==> config.mk <==
export PLATFORM = sky130hd
export DESIGN_NAME = pid_conditional_integration_top
export DESIGN_NICKNAME = d
export VERILOG_FILES = /design/src/hdl/pidci_pkg.sv /design/src/hdl/pidci_mul_serial.sv /design/src/hdl/pidci_div_serial.sv /design/src/hdl/pid_conditional_integration_top.sv
export SDC_FILE = /design/constraint.sdc
export NUM_CORES = 2
export LEC_CHECK = 0
export ABC_AREA = 1
export BUFFER_PORTS_ARGS = -buffer_cell sky130_fd_sc_hd__buf_2
export CORE_ASPECT_RATIO = 1.2
export CORE_MARGIN = 2
export CORE_UTILIZATION = 56
export DETAILED_ROUTE_END_ITERATION = 10
export GPL_TIMING_DRIVEN = 0
export PLACE_DENSITY = 0.76
export SETUP_SLACK_MARGIN = 0.5
export SYNTH_ARGS = -nofsm -noshare
export SYNTH_HDL_FRONTEND = slang
export SYNTH_SLANG_ARGS = --single-unit
==> constraint.sdc <==
create_clock -name aclk -period 8.3 [get_ports aclk]
set_input_delay 0.83 -clock aclk [delete_from_list [all_inputs] [get_ports aclk]]
set_output_delay 0.83 -clock aclk [all_outputs]
set_load 0.02 [all_outputs]
==> src/hdl/pidci_pkg.sv <==
// Shared constants, types and helper functions of the conditional-integration PID block.
package pidci_pkg;

    localparam int DATA_WIDTH = 16;
    localparam int DT_W       = 16;
    localparam int GAIN_W     = 32;
    localparam int DRIVE_W    = 16;
    localparam int CFG_IDX_W  = 8;

    localparam int ERR_W      = DATA_WIDTH + 1;
    localparam int INT_W      = 48;
    localparam int RATE_W     = ERR_W + 10;

    localparam int MUL_A_W    = 32;
    localparam int MUL_B_W    = 48;
    localparam int PROD_W     = MUL_A_W + MUL_B_W;
    localparam int MUL_STEPS  = MUL_B_W;

    localparam int QUO_W      = 58;
    localparam int DIV_W      = 16;
    localparam int DIV_STEPS  = QUO_W;
    localparam int CNT_W      = $clog2(DIV_STEPS + 1);

    localparam int IMAG_W     = QUO_W + 1;
    localparam int TERM_W     = 62;

    localparam int unsigned SECOND_MS = 1000;

    localparam logic signed [TERM_W-1:0] ONE_Q16 = TERM_W'(65536);

    localparam logic [CFG_IDX_W-1:0] CFG_GAIN_P = CFG_IDX_W'(0);
    localparam logic [CFG_IDX_W-1:0] CFG_GAIN_I = CFG_IDX_W'(1);
    localparam logic [CFG_IDX_W-1:0] CFG_GAIN_D = CFG_IDX_W'(2);
    localparam logic [CFG_IDX_W-1:0] CFG_GAIN_F = CFG_IDX_W'(3);

    typedef struct packed {
        logic load;
        logic step;
    } seq_ctrl_t;

    function automatic logic [MUL_A_W-1:0] gain_mag(input logic signed [GAIN_W-1:0] g);
        return g[GAIN_W-1] ? MUL_A_W'(-g) : MUL_A_W'(g);
    endfunction

    function automatic logic signed [TERM_W-1:0] signed_term(input logic [IMAG_W-1:0] m,
                                                             input logic neg);
        logic signed [TERM_W-1:0] v;
        v = signed'(TERM_W'(m));
        return neg ? -v : v;
    endfunction

    // Clamp to plus or minus one in Q.16, then round to Q2.14 with ties going upwards.
    function automatic logic signed [DRIVE_W-1:0] drive_from_total(
        input logic signed [TERM_W-1:0] t);
        logic signed [TERM_W-1:0] c;
        if (t > ONE_Q16) begin
            c = ONE_Q16;
        end else if (t < -ONE_Q16) begin
            c = -ONE_Q16;
        end else begin
            c = t;
        end
        c = c + TERM_W'(2);
        return DRIVE_W'(c >>> 2);
    endfunction

endpackage

==> src/hdl/pidci_mul_serial.sv <==
// Bit-serial shift-and-add multiplier, one multiplier bit per cycle while step is asserted.
module pidci_mul_serial (
    input  logic                           aclk,
    input  pidci_pkg::seq_ctrl_t           ctrl,
    input  logic [pidci_pkg::MUL_A_W-1:0]  a,
    input  logic [pidci_pkg::MUL_B_W-1:0]  b,
    output logic [pidci_pkg::PROD_W-1:0]   product
);
    import pidci_pkg::*;

    logic [PROD_W-1:0]  mcand_reg, mcand_next;
    logic [PROD_W-1:0]  acc_reg, acc_next;
    logic [MUL_B_W-1:0] mplier_reg, mplier_next;

    // Once the multiplier has shifted out to zero, further steps leave the product alone.
    always_comb begin
        mcand_next  = mcand_reg;
        acc_next    = acc_reg;
        mplier_next = mplier_reg;
        if (ctrl.load) begin
            mcand_next  = PROD_W'(a);
            acc_next    = '0;
            mplier_next = b;
        end else if (ctrl.step) begin
            if (mplier_reg[0]) begin
                acc_next = acc_reg + mcand_reg;
            end
            mcand_next  = mcand_reg << 1;
            mplier_next = mplier_reg >> 1;
        end
    end

    always_ff @(posedge aclk) begin
        mcand_reg  <= mcand_next;
        acc_reg    <= acc_next;
        mplier_reg <= mplier_next;
    end

    assign product = acc_reg;

endmodule

==> src/hdl/pidci_div_serial.sv <==
// Restoring divider that produces one quotient bit per cycle while step is asserted.
module pidci_div_serial (
    input  logic                          aclk,
    input  pidci_pkg::seq_ctrl_t          ctrl,
    input  logic [pidci_pkg::QUO_W-1:0]   dividend,
    input  logic [pidci_pkg::DIV_W-1:0]   rem_init,
    input  logic [pidci_pkg::DIV_W-1:0]   divisor,
    output logic [pidci_pkg::QUO_W-1:0]   quotient
);
    import pidci_pkg::*;

    logic [DIV_W-1:0] rem_reg, rem_next;
    logic [QUO_W-1:0] quo_reg, quo_next;
    logic [DIV_W:0]   shifted_rem;

    assign shifted_rem = {rem_reg, quo_reg[QUO_W-1]};

    // The remainder stays below the divisor, so the shifted value fits one extra bit.
    always_comb begin
        rem_next = rem_reg;
        quo_next = quo_reg;
        if (ctrl.load) begin
            rem_next = rem_init;
            quo_next = dividend;
        end else if (ctrl.step) begin
            if (shifted_rem >= {1'b0, divisor}) begin
                rem_next = DIV_W'(shifted_rem - {1'b0, divisor});
                quo_next = {quo_reg[QUO_W-2:0], 1'b1};
            end else begin
                rem_next = shifted_rem[DIV_W-1:0];
                quo_next = {quo_reg[QUO_W-2:0], 1'b0};
            end
        end
    end

    always_ff @(posedge aclk) begin
        rem_reg <= rem_next;
        quo_reg <= quo_next;
    end

    assign quotient = quo_reg;

endmodule

==> src/hdl/pid_conditional_integration_top.sv <==
// PID controller with conditional integration: sequencer, state and serial arithmetic units.
//
// Channels: s_* carries one control step (setpoint, measurement, elapsed milliseconds),
// m_* returns one Q2.14 drive value per step, and cfg_* writes the four Q16.16 gains
// (index 0 proportional, 1 integral, 2 derivative, 3 feedforward; other indexes are ignored).
// The gain port is always ready; gains are meant to be written while no item is in flight.
// Each item runs through bit-serial multipliers and restoring dividers. When the
// anti-windup test holds the integral, one pass forms the result; when the integral
// moves, the integral term is formed a second time with the new sum.
// A new item is taken as soon as the sequencer is idle, even while the previous drive
// value still waits in the output register. If the receiver stalls, a finished result
// waits inside the block until the output register is free.
// Synchronous reset clears the gains, the stored measurement and the integral, and
// empties the output register.
module pid_conditional_integration_top (
    input  logic                                 aclk,
    input  logic                                 aresetn,
    input  logic                                 cfg_valid,
    output logic                                 cfg_ready,
    input  logic [pidci_pkg::CFG_IDX_W-1:0]      cfg_index,
    input  logic [pidci_pkg::GAIN_W-1:0]         cfg_data,
    input  logic                                 s_valid,
    output logic                                 s_ready,
    input  logic signed [pidci_pkg::DATA_WIDTH-1:0] s_setpoint,
    input  logic signed [pidci_pkg::DATA_WIDTH-1:0] s_measurement,
    input  logic [pidci_pkg::DT_W-1:0]           s_elapsed_ms,
    output logic                                 m_valid,
    input  logic                                 m_ready,
    output logic signed [pidci_pkg::DRIVE_W-1:0] m_drive
);
    import pidci_pkg::*;

    typedef enum logic [8:0] {
        ST_IDLE  = 9'b000000001,
        ST_LOAD  = 9'b000000010,
        ST_MUL   = 9'b000000100,
        ST_DIVLD = 9'b000001000,
        ST_DIV   = 9'b000010000,
        ST_SUM   = 9'b000100000,
        ST_TRIAL = 9'b001000000,
        ST_FINAL = 9'b010000000,
        ST_DONE  = 9'b100000000
    } state_t;

    localparam logic signed [INT_W+1:0] INT_HI = signed'((INT_W+2)'({(INT_W-1){1'b1}}));
    localparam logic signed [INT_W+1:0] INT_LO = ~INT_HI;
    localparam logic [IMAG_W-1:0] I_CAP = {1'b1, {QUO_W{1'b0}}};
    localparam logic signed [DRIVE_W-1:0] DRIVE_MAX = DRIVE_W'(16384);

    state_t state_reg, state_next;
    logic [CNT_W-1:0] cnt_reg, cnt_next;
    logic pass_reg, pass_next;
    logic m_valid_reg, m_valid_next;

    logic signed [GAIN_W-1:0] gain_p_reg, gain_p_next;
    logic signed [GAIN_W-1:0] gain_i_reg, gain_i_next;
    logic signed [GAIN_W-1:0] gain_d_reg, gain_d_next;
    logic signed [GAIN_W-1:0] gain_f_reg, gain_f_next;
    logic signed [DATA_WIDTH-1:0] prev_meas_reg, prev_meas_next;
    logic signed [INT_W-1:0] integ_reg, integ_next;

    logic signed [DATA_WIDTH-1:0] sp_reg, sp_next;
    logic signed [DATA_WIDTH-1:0] pv_reg, pv_next;
    logic [DT_W-1:0] dt_reg, dt_next;
    logic signed [ERR_W-1:0] err_reg, err_next;
    logic diff_neg_reg, diff_neg_next;
    logic cap_i_reg, cap_i_next;
    logic signed [TERM_W-1:0] pdf_reg, pdf_next;
    logic signed [TERM_W-1:0] i_term_reg, i_term_next;
    logic signed [DRIVE_W-1:0] drive_res_reg, drive_res_next;
    logic signed [DRIVE_W-1:0] m_drive_reg, m_drive_next;

    logic signed [ERR_W-1:0] err_w, diff_w;
    logic [ERR_W-1:0] err_mag, diff_mag;
    logic [DATA_WIDTH-1:0] sp_mag;
    logic [RATE_W-1:0] rate_mag;
    logic [INT_W-1:0] integ_mag;

    seq_ctrl_t mul_ctrl, mul_i_ctrl, div_ctrl;
    logic [PROD_W-1:0] prod_p, prod_f, prod_d, prod_i, prod_e;
    logic [QUO_W-1:0] quo_d, quo_i;

    logic [IMAG_W-1:0] i_mag, d_mag;
    logic signed [TERM_W-1:0] trial_w;
    logic big_w, skip_w;
    logic signed [INT_W+1:0] errdt_w, int_sum_w;
    logic signed [INT_W-1:0] int_sat_w;

    assign err_w  = ERR_W'(sp_reg) - ERR_W'(pv_reg);
    assign diff_w = ERR_W'(pv_reg) - ERR_W'(prev_meas_reg);
    assign err_mag  = err_w[ERR_W-1] ? ERR_W'(-err_w) : ERR_W'(err_w);
    assign diff_mag = diff_w[ERR_W-1] ? ERR_W'(-diff_w) : ERR_W'(diff_w);
    assign sp_mag   = sp_reg[DATA_WIDTH-1] ? DATA_WIDTH'(-sp_reg) : DATA_WIDTH'(sp_reg);
    assign integ_mag = integ_reg[INT_W-1] ? INT_W'(-integ_reg) : INT_W'(integ_reg);

    // Times one thousand as 1024 - 16 - 8.
    assign rate_mag = (RATE_W'(diff_mag) << 10) - (RATE_W'(diff_mag) << 4)
                    - (RATE_W'(diff_mag) << 3);

    // The second pass only recomputes the integral term; the other products stay put.
    assign mul_ctrl.load   = (state_reg == ST_LOAD) && !pass_reg;
    assign mul_ctrl.step   = (state_reg == ST_MUL);
    assign mul_i_ctrl.load = (state_reg == ST_LOAD);
    assign mul_i_ctrl.step = (state_reg == ST_MUL);
    assign div_ctrl.load   = (state_reg == ST_DIVLD);
    assign div_ctrl.step   = (state_reg == ST_DIV);

    pidci_mul_serial u_mul_p (
        .aclk    (aclk),
        .ctrl    (mul_ctrl),
        .a       (gain_mag(gain_p_reg)),
        .b       (MUL_B_W'(err_mag)),
        .product (prod_p)
    );

    pidci_mul_serial u_mul_f (
        .aclk    (aclk),
        .ctrl    (mul_ctrl),
        .a       (gain_mag(gain_f_reg)),
        .b       (MUL_B_W'(sp_mag)),
        .product (prod_f)
    );

    pidci_mul_serial u_mul_d (
        .aclk    (aclk),
        .ctrl    (mul_ctrl),
        .a       (gain_mag(gain_d_reg)),
        .b       (MUL_B_W'(rate_mag)),
        .product (prod_d)
    );

    pidci_mul_serial u_mul_e (
        .aclk    (aclk),
        .ctrl    (mul_ctrl),
        .a       (MUL_A_W'(dt_reg)),
        .b       (MUL_B_W'(err_mag)),
        .product (prod_e)
    );

    pidci_mul_serial u_mul_i (
        .aclk    (aclk),
        .ctrl    (mul_i_ctrl),
        .a       (gain_mag(gain_i_reg)),
        .b       (MUL_B_W'(integ_mag)),
        .product (prod_i)
    );

    pidci_div_serial u_div_d (
        .aclk     (aclk),
        .ctrl     (div_ctrl),
        .dividend (prod_d[QUO_W-1:0]),
        .rem_init ('0),
        .divisor  (dt_reg),
        .quotient (quo_d)
    );

    // Below the cap the bits above the quotient width are already less than one thousand.
    pidci_div_serial u_div_i (
        .aclk     (aclk),
        .ctrl     (div_ctrl),
        .dividend (prod_i[QUO_W-1:0]),
        .rem_init (DIV_W'(prod_i[PROD_W-1:QUO_W])),
        .divisor  (DIV_W'(SECOND_MS)),
        .quotient (quo_i)
    );

    assign i_mag = cap_i_reg ? I_CAP : {1'b0, quo_i};
    assign d_mag = (dt_reg == '0) ? '0 : {1'b0, quo_d};

    assign trial_w = pdf_reg + i_term_reg;
    assign big_w   = (trial_w >= ONE_Q16) || (trial_w <= -ONE_Q16);
    assign skip_w  = big_w && (err_reg[ERR_W-1] == integ_reg[INT_W-1]);

    assign errdt_w = err_reg[ERR_W-1]
                   ? -signed'((INT_W+2)'(prod_e[ERR_W+DT_W-1:0]))
                   :  signed'((INT_W+2)'(prod_e[ERR_W+DT_W-1:0]));
    assign int_sum_w = (INT_W+2)'(integ_reg) + errdt_w;

    always_comb begin
        if (int_sum_w > INT_HI) begin
            int_sat_w = INT_W'(INT_HI);
        end else if (int_sum_w < INT_LO) begin
            int_sat_w = INT_W'(INT_LO);
        end else begin
            int_sat_w = INT_W'(int_sum_w);
        end
    end

    always_comb begin
        state_next     = state_reg;
        cnt_next       = cnt_reg;
        pass_next      = pass_reg;
        m_valid_next   = m_valid_reg;
        gain_p_next    = gain_p_reg;
        gain_i_next    = gain_i_reg;
        gain_d_next    = gain_d_reg;
        gain_f_next    = gain_f_reg;
        prev_meas_next = prev_meas_reg;
        integ_next     = integ_reg;
        sp_next        = sp_reg;
        pv_next        = pv_reg;
        dt_next        = dt_reg;
        err_next       = err_reg;
        diff_neg_next  = diff_neg_reg;
        cap_i_next     = cap_i_reg;
        pdf_next       = pdf_reg;
        i_term_next    = i_term_reg;
        drive_res_next = drive_res_reg;
        m_drive_next   = m_drive_reg;

        if (cfg_valid) begin
            unique case (cfg_index)
                CFG_GAIN_P: gain_p_next = signed'(cfg_data);
                CFG_GAIN_I: gain_i_next = signed'(cfg_data);
                CFG_GAIN_D: gain_d_next = signed'(cfg_data);
                CFG_GAIN_F: gain_f_next = signed'(cfg_data);
                default: ;
            endcase
        end

        if (m_valid_reg && m_ready) begin
            m_valid_next = 1'b0;
        end

        unique case (state_reg)
            ST_IDLE: begin
                if (s_valid) begin
                    sp_next    = s_setpoint;
                    pv_next    = s_measurement;
                    dt_next    = s_elapsed_ms;
                    pass_next  = 1'b0;
                    state_next = ST_LOAD;
                end
            end
            ST_LOAD: begin
                if (!pass_reg) begin
                    err_next       = err_w;
                    diff_neg_next  = diff_w[ERR_W-1];
                    prev_meas_next = pv_reg;
                end
                cnt_next   = '0;
                state_next = ST_MUL;
            end
            ST_MUL: begin
                cnt_next = cnt_reg + CNT_W'(1);
                if (cnt_reg == CNT_W'(MUL_STEPS - 1)) begin
                    state_next = ST_DIVLD;
                end
            end
            ST_DIVLD: begin
                cap_i_next = prod_i[PROD_W-1:QUO_W] >= (PROD_W-QUO_W)'(SECOND_MS);
                cnt_next   = '0;
                state_next = ST_DIV;
            end
            ST_DIV: begin
                cnt_next = cnt_reg + CNT_W'(1);
                if (cnt_reg == CNT_W'(DIV_STEPS - 1)) begin
                    state_next = ST_SUM;
                end
            end
            ST_SUM: begin
                i_term_next = signed_term(i_mag, gain_i_reg[GAIN_W-1] ^ integ_reg[INT_W-1]);
                pdf_next = signed_term(prod_p[IMAG_W-1:0],
                                       gain_p_reg[GAIN_W-1] ^ err_reg[ERR_W-1])
                         + signed_term(prod_f[IMAG_W-1:0],
                                       gain_f_reg[GAIN_W-1] ^ sp_reg[DATA_WIDTH-1])
                         - signed_term(d_mag, gain_d_reg[GAIN_W-1] ^ diff_neg_reg);
                state_next = pass_reg ? ST_FINAL : ST_TRIAL;
            end
            ST_TRIAL: begin
                if (skip_w) begin
                    drive_res_next = drive_from_total(trial_w);
                    state_next     = ST_DONE;
                end else begin
                    integ_next = int_sat_w;
                    pass_next  = 1'b1;
                    state_next = ST_LOAD;
                end
            end
            ST_FINAL: begin
                drive_res_next = drive_from_total(trial_w);
                state_next     = ST_DONE;
            end
            ST_DONE: begin
                if (!m_valid_reg || m_ready) begin
                    m_drive_next = drive_res_reg;
                    m_valid_next = 1'b1;
                    state_next   = ST_IDLE;
                end
            end
            default: begin
                state_next = ST_IDLE;
            end
        endcase
    end

    always_ff @(posedge aclk) begin
        if (!aresetn) begin
            state_reg     <= ST_IDLE;
            cnt_reg       <= '0;
            pass_reg      <= 1'b0;
            m_valid_reg   <= 1'b0;
            gain_p_reg    <= '0;
            gain_i_reg    <= '0;
            gain_d_reg    <= '0;
            gain_f_reg    <= '0;
            prev_meas_reg <= '0;
            integ_reg     <= '0;
        end else begin
            state_reg     <= state_next;
            cnt_reg       <= cnt_next;
            pass_reg      <= pass_next;
            m_valid_reg   <= m_valid_next;
            gain_p_reg    <= gain_p_next;
            gain_i_reg    <= gain_i_next;
            gain_d_reg    <= gain_d_next;
            gain_f_reg    <= gain_f_next;
            prev_meas_reg <= prev_meas_next;
            integ_reg     <= integ_next;
        end
    end

    always_ff @(posedge aclk) begin
        sp_reg        <= sp_next;
        pv_reg        <= pv_next;
        dt_reg        <= dt_next;
        err_reg       <= err_next;
        diff_neg_reg  <= diff_neg_next;
        cap_i_reg     <= cap_i_next;
        pdf_reg       <= pdf_next;
        i_term_reg    <= i_term_next;
        drive_res_reg <= drive_res_next;
        m_drive_reg   <= m_drive_next;
    end

    assign cfg_ready = 1'b1;
    assign s_ready   = (state_reg == ST_IDLE);
    assign m_valid   = m_valid_reg;
    assign m_drive   = m_drive_reg;

`ifndef NO_ASSERTIONS
    a_accept_starts: assert property (@(posedge aclk) disable iff (!aresetn)
        (s_valid && s_ready) |=> (state_reg == ST_LOAD))
        else $error("accepted item did not start the sequencer");

    a_result_from_done: assert property (@(posedge aclk) disable iff (!aresetn)
        $rose(m_valid) |-> $past(state_reg == ST_DONE))
        else $error("result presented without a finished computation");

    a_drive_range: assert property (@(posedge aclk) disable iff (!aresetn)
        m_valid |-> ((m_drive <= DRIVE_MAX) && (m_drive >= -DRIVE_MAX)))
        else $error("drive outside plus or minus one");

    a_div_count: assert property (@(posedge aclk) disable iff (!aresetn)
        (state_reg == ST_DIV) |-> (cnt_reg < CNT_W'(DIV_STEPS)))
        else $error("divider step count overran");
`endif

endmodule
# After elaboration in Yosys (flattened, before gate mapping)
# Index checks and enable logic that the tools add are counted.
# totals
word_cells,213
in_bits,93
ff_bits,1505
output_inout_bits,19
# classes
n_eq_ne,21
n_reduce_logical,33
bitwise_logic,6
n_lt_le_gt_ge,9
n_mux,68
addsub,31
# ops
op,count
$add A80 B80 Y80,5
$mux W32,12
$mux W58,5
$mux W48,5
$mux W62,3
$neg A59 Y62,3
$mux W16,10
$neg A32 Y32,4
$add A62 B62 Y62,2
$mux W59,2
$mux W17,6
$mux W18,5
$pmux W9 S9,1
$ge A62 B18 Y1 const B,1
$gt A62 B18 Y1 const B,1
$le A62 B17 Y1 const B,1
$lt A62 B17 Y1 const B,1
$neg A58 Y62,1
$sub A62 B62 Y62,1
$mux W27,2
$add A48 B50 Y50,1
$gt A50 B48 Y1 const B,1
$lt A50 B48 Y1 const B,1
$mux W50,1
other kinds (47),93

# Logic depth before layout (Yosys ltp)
# depth
word_depth,9
depth_mapped,35
depth_no_buf,35

# Hierarchy
# A second synthesis with hierarchy kept.
# hier_totals
hier_cells,20108
hier_area_um2,128834.8
# modules_own_cells
module,seq_area_each_um2,instances,cells_per_inst,area_each_um2
pid_conditional_integration_top,10400.0,1,6663,43739.4
pidci_mul_serial at u_mul_d ...,4964.8,2,2458,15277.2
pidci_mul_serial at u_mul_p,4964.8,1,2477,15274.6
pidci_mul_serial at u_mul_f,4964.8,1,2458,15185.8
pidci_mul_serial at u_mul_i,4964.8,1,2458,15129.5
pidci_div_serial,2222.1,2,568,4475.5

# Least setup slack after synthesis
# No wires, ideal clock.
# synth_path
path_type,reg2reg
start,register state_reg[6]
end,"register u_mul_d.mcand_reg[0], enable pin"
path_buffers,3
arrival_ns,5.640
setup_time_ns,0.539
required_time_ns,7.761
path_stages_with_launch,13
setup_slack_ns,2.121
synth_period_minus_slack_ns,6.179
path_cell_list,dfxtp_1 -> nor2_1 -> inv_1 -> nor2_1 -> inv_1 -> nor2_1 -> nand2_1 -> nor2_1 -> inv_1 -> clkbuf_1 -> clkbuf_1 -> clkbuf_1 -> nand2_1
# synth_via
elab_chain_len,3
elab_cells_between_ends,4
classes_between,eq/ne: 2; reduce/logical: 2
# synth_rtl
element,line_no,rtl
"start, declared",pid_conditional_integration_top.sv:50,"state_t state_reg, state_next;"
"start signal, assigned",pid_conditional_integration_top.sv:310,state_reg <= state_next;
$eq A9 B2 Y1,pid_conditional_integration_top.sv:101,assign mul_ctrl.load = (state_reg == ST_LOAD) && !pass_reg;
$logic_and A1 B1 Y1,pid_conditional_integration_top.sv:101,
$reduce_bool A2 Y1 (no source line) *,n/a,
"end signal, assigned",pidci_mul_serial.sv:34,mcand_reg <= mcand_next;
"end, declared",pidci_mul_serial.sv:11,"logic [PROD_W-1:0] mcand_reg, mcand_next;"
# Every way passes the cells marked *; elsewhere a longest branch is shown, timed or not.
# A chain may end at the register's enable or synchronous reset.

# Worst setup path after layout
# layout_path
start,register err_reg[16]
end,"register pdf_reg[34], data pin"
# layout_via
elab_chain_len,4
# layout_rtl
element,line_no,rtl
"start, declared",pid_conditional_integration_top.sv:65,"logic signed [ERR_W-1:0] err_reg, err_next;"
"start signal, assigned",pid_conditional_integration_top.sv:327,err_reg <= err_next;
$xor A1 B1 Y1,pid_conditional_integration_top.sv:264,gain_p_reg[GAIN_W-1] ^ err_reg[ERR_W-1])
$mux W62,pidci_pkg.sv:49,return neg ? -v : v;
$add A62 B62 Y62,pid_conditional_integration_top.sv:265,"+ signed_term(prod_f[IMAG_W-1:0],"
$sub A62 B62 Y62,pid_conditional_integration_top.sv:267,"- signed_term(d_mag, gain_d_reg[GAIN_W-1] ^ diff_neg_reg);"
"end signal, assigned",pid_conditional_integration_top.sv:330,pdf_reg <= pdf_next;
"end, declared",pid_conditional_integration_top.sv:68,"logic signed [TERM_W-1:0] pdf_reg, pdf_next;"
# Every way passes these cells.

==> metrics.txt <==
Post-Syn Instances=approximately 14k; I/O Pins=112; Port Buffers=around 110; Syn Nets=14.4k; P_sw=around 20 mW; Post-route DRC=0; Initial DRC Count=9604; crit path to=pdf_reg[34]; Clock Tree Root=clkbuf_16; Clock Power Share=0.155; CTS Hold Bufs=0; peak clock frequency supported by timing=135 MHz; Netlist Area Pre-Place=0.0947 mm²; Slew @ Worst Pin=1530 ps; Synth Area in Simple Gates=0.245; Synth Register Bits=1250; Synth-to-Final Area Change=8.53%; Yosys cell types=72; number of synthesized flops with an enable pin=roughly 590; maximum buffer depth of the clock tree=3; r2r setup slk=900 ps; Worst-Skew Late Latency=810 ps; First-pass DRT Iterations=6; Synth top area share=0.187; Via Count=92.4k; part of the cycle the worst path needs=0.892; Crit. Startpoint=err_reg[16]; setup repair bufs after CTS=0; die height=455 µm; CTS tree=yes; Setup crit start kind=flip-flop; DR vias/cell=5.67; LEAKAGE=48.0 nW; post-route ant nets=0; initial antenna violation count=22; Tmin final=7400 ps; Final Max Tran Viols=22; crit end category=flip-flop; largest net degree at the start of global routing=102; R2R cell count=25; skew final=39.1 ps; WL final=334000 µm; max_cap viols=3; register area share after synthesis=0.327; reg-to-reg endpoint=pdf_reg[34]; Finished Cell Area=approximately 0.10 mm²; Fill cells=~16k; xor/xnor share of the synthesized area=0.0691; sw frac=0.505; P_int=just under 20 mW; GRT Residual Overflow=0; status=finished, violations left; GP Congestion=1.06; GRT Total Usage=0.380; TritonCTS Buffers=136; Max FO, Critical Path=10; Clock transition at path regs=about 60 ps; routed wire length per instance=20.5 µm; Die Wd=around 380 µm; area share of fa/ha/maj cells after synthesis=0.0903; cell taking the most area after synthesis=edfxtp_1; proportion of layout cells with a drive suffix above 1=0.0409; first-pass GRT wire length=500000 µm; Power, Total=between 30 and 40 mW; Synthesis Warnings=0; Post-Synthesis Mean Instance Area=6.94 µm²; htree depth=4; vias in the first global route=85.8k; Worst Hold Class=in2reg; type of the worst setup path=reg2reg; compound-cell area share of the yosys netlist=0.170; mux cell area share after synthesis=0; Post-synth top flop=dfxtp_1; RSZ-0062 raised after global routing=no; die area=0.172 mm²; Crit path required time=8830 ps; Initial Utilization=0.563; PwrDens=385 mW/mm²; largest family of logic cells by synthesized area=simple AND/OR/NAND/NOR gates; Nets=14.6k; DP Area=0.0983 mm²; Peak VDD IR=around 0.46 mV; HPWL after DPL=between 200000 and 300000 µm; reg2reg start=err_reg[16]; clock sink count=1250; number of placement rows=~170; max_slew headroom=-0.0210; Flop pwr share=0.239; final setup violation count=0; ys async rst share=0; part of the power in combinational logic=0.606; Core Area=0.168 mm²; Hold Vio Cnt, Final=0; failing checks=max-capacitance violations, max-slew violations; largest cells by area after synthesis=edfxtp_1 (19%), dfxtp_1 (14%), nand2_1 (12%); Crit path arrival time=7940 ps
-- power groups by stage --
stage | clock, mW | sequential (mW) | combinational [mW]
after CTS | 6.20 | 9.40 | 23.5
after floorplan | 0 | 9.01 | 16.7
after detailed placement | 0 | 9.52 | 23.4
final | 6.14 | 9.47 | 24.0
after global placement | 0 | 9.59 | 23.1
after global routing | 6.42 | 9.52 | 26.5
-- cell usage in the layout, fill, tap and decap left out, types with 124 or more instances in the layout --
| cell type | count |
|---|---|
| xor2_1 | 487 |
| nand2_1 | 2932 |
| buf_2 | 124 |
| nor3_1 | 192 |
| nand3_1 | 428 |
| a31oi_1 | 188 |
| edfxtp_1 | 591 |
| ha_1 | 554 |
| a21oi_1 | 1188 |
| dfxtp_1 | 659 |
| nor2_1 | 1630 |
| o21ai_0 | 1099 |
| clkbuf_1 | 322 |
| inv_1 | 2079 |
| clkbuf_16 | 138 |
| xnor2_1 | 257 |
-- stage by stage --
stage	cells	worst slack [ps]	setup TNS [ps]	utilization	hold WS, ps
3_3_place_gp	16014	-2780	-477030	0.583	401
2_1_floorplan	13651	2120	0	-	400
5_1_grt	16274	669	0	0.611	163
3_5_place_dp	16022	603	0	0.584	405
4_1_cts	16271	557	0	0.611	143
6_report	16282	895	0	0.611	192
-- worst min-delay path by stage --
stage / startpoint / to / slack, ps / cells past startpoint
global route: s_measurement[14] / pv_reg[14] / 160 / 1
floorplan: drive_res_reg[0] / m_drive[0] / 400 / 0
detailed placement: drive_res_reg[7] / m_drive[7] / 400 / 0
finish: s_measurement[12] / pv_reg[12] / 190 / 1
CTS: s_measurement[12] / pv_reg[12] / 140 / 1
global placement: drive_res_reg[9] / m_drive[9] / 400 / 0
-- routing by layer --
metal	vias up	GRT usage	routed length, µm
met5	-	0	127
met4	18	0.270	28700
met3	944	0.0582	28300
met2	3984	0.599	145000
met1	42118	0.476	132000
li1	45293	-	-
-- what timing repair did --
item                                    in CTS  in global routing
hold endpoints to repair                     0                  0
endpoints found under the setup margin       0                 13
resized for setup                            0                  1
-- final cells by class --
cell class                 count  area (µm²)  area share
sequential                  1250       30900       0.301
multi-input combinational   9933       54400       0.530
clock buffer                 181        3730      0.0362
clock inverter                68         713     0.00694
timing repair buffer         117         743     0.00723
antenna                       11        27.5    0.000268
inverter                    2113        7940      0.0773
tap                         2254        2820      0.0274
buffer                       355        1450      0.0141
-- worst max-delay path: stages (launching register included) --
cell and delay, ps:
edfxtp_1 600, clkbuf_1 500, xnor2_2 810, clkinv_1 670, clkbuf_1 440, nand2_1 160
xor2_1 180, inv_1 80, fa_1 500, inv_1 40, ha_1 330, nand2_1 70
o21a_1 200, o21ai_0 290, nand2_1 90, nand2_1 110, nand2_1 60, nand2_1 180
nand2_1 70, nand2_1 160, a21oi_1 140, o21ai_0 310, a21oi_1 200, o21ai_0 340
a31oi_1 160, xnor2_1 420
-- kinds of logic (layout without fill, tap and decap cells) --
logic type,count (synthesis),in the layout
compound gates,2936,2936
xor+xnor,746,746
fa+ha+maj,635,635
buf+inv,2468,2834
flops,1250,1250
other cells,1,12
simple gates,5615,5615
-- cells in the mapped netlist (29+ instances only) --
cell type     n
o21ai_1      31
fa_1         81
o21a_1       67
a31oi_1     188
nand3_1     428
o211ai_1    106
edfxtp_1    591
inv_1      2081
a21o_1       32
xor2_1      487
dfxtp_1     659
ha_1        554
a21oi_1    1188
nand2_1    2934
nor2_1     1632
buf_1        29
nor4_1       67
nor3_1      192
nand3b_1     30
or2_2        70
o21ai_0    1099
xnor2_1     258
nand4_1     117
o221ai_1     37
a21boi_0     34
o21bai_1     33
clkbuf_1    298
No activity file was read; power rests on OpenSTA's default activity.
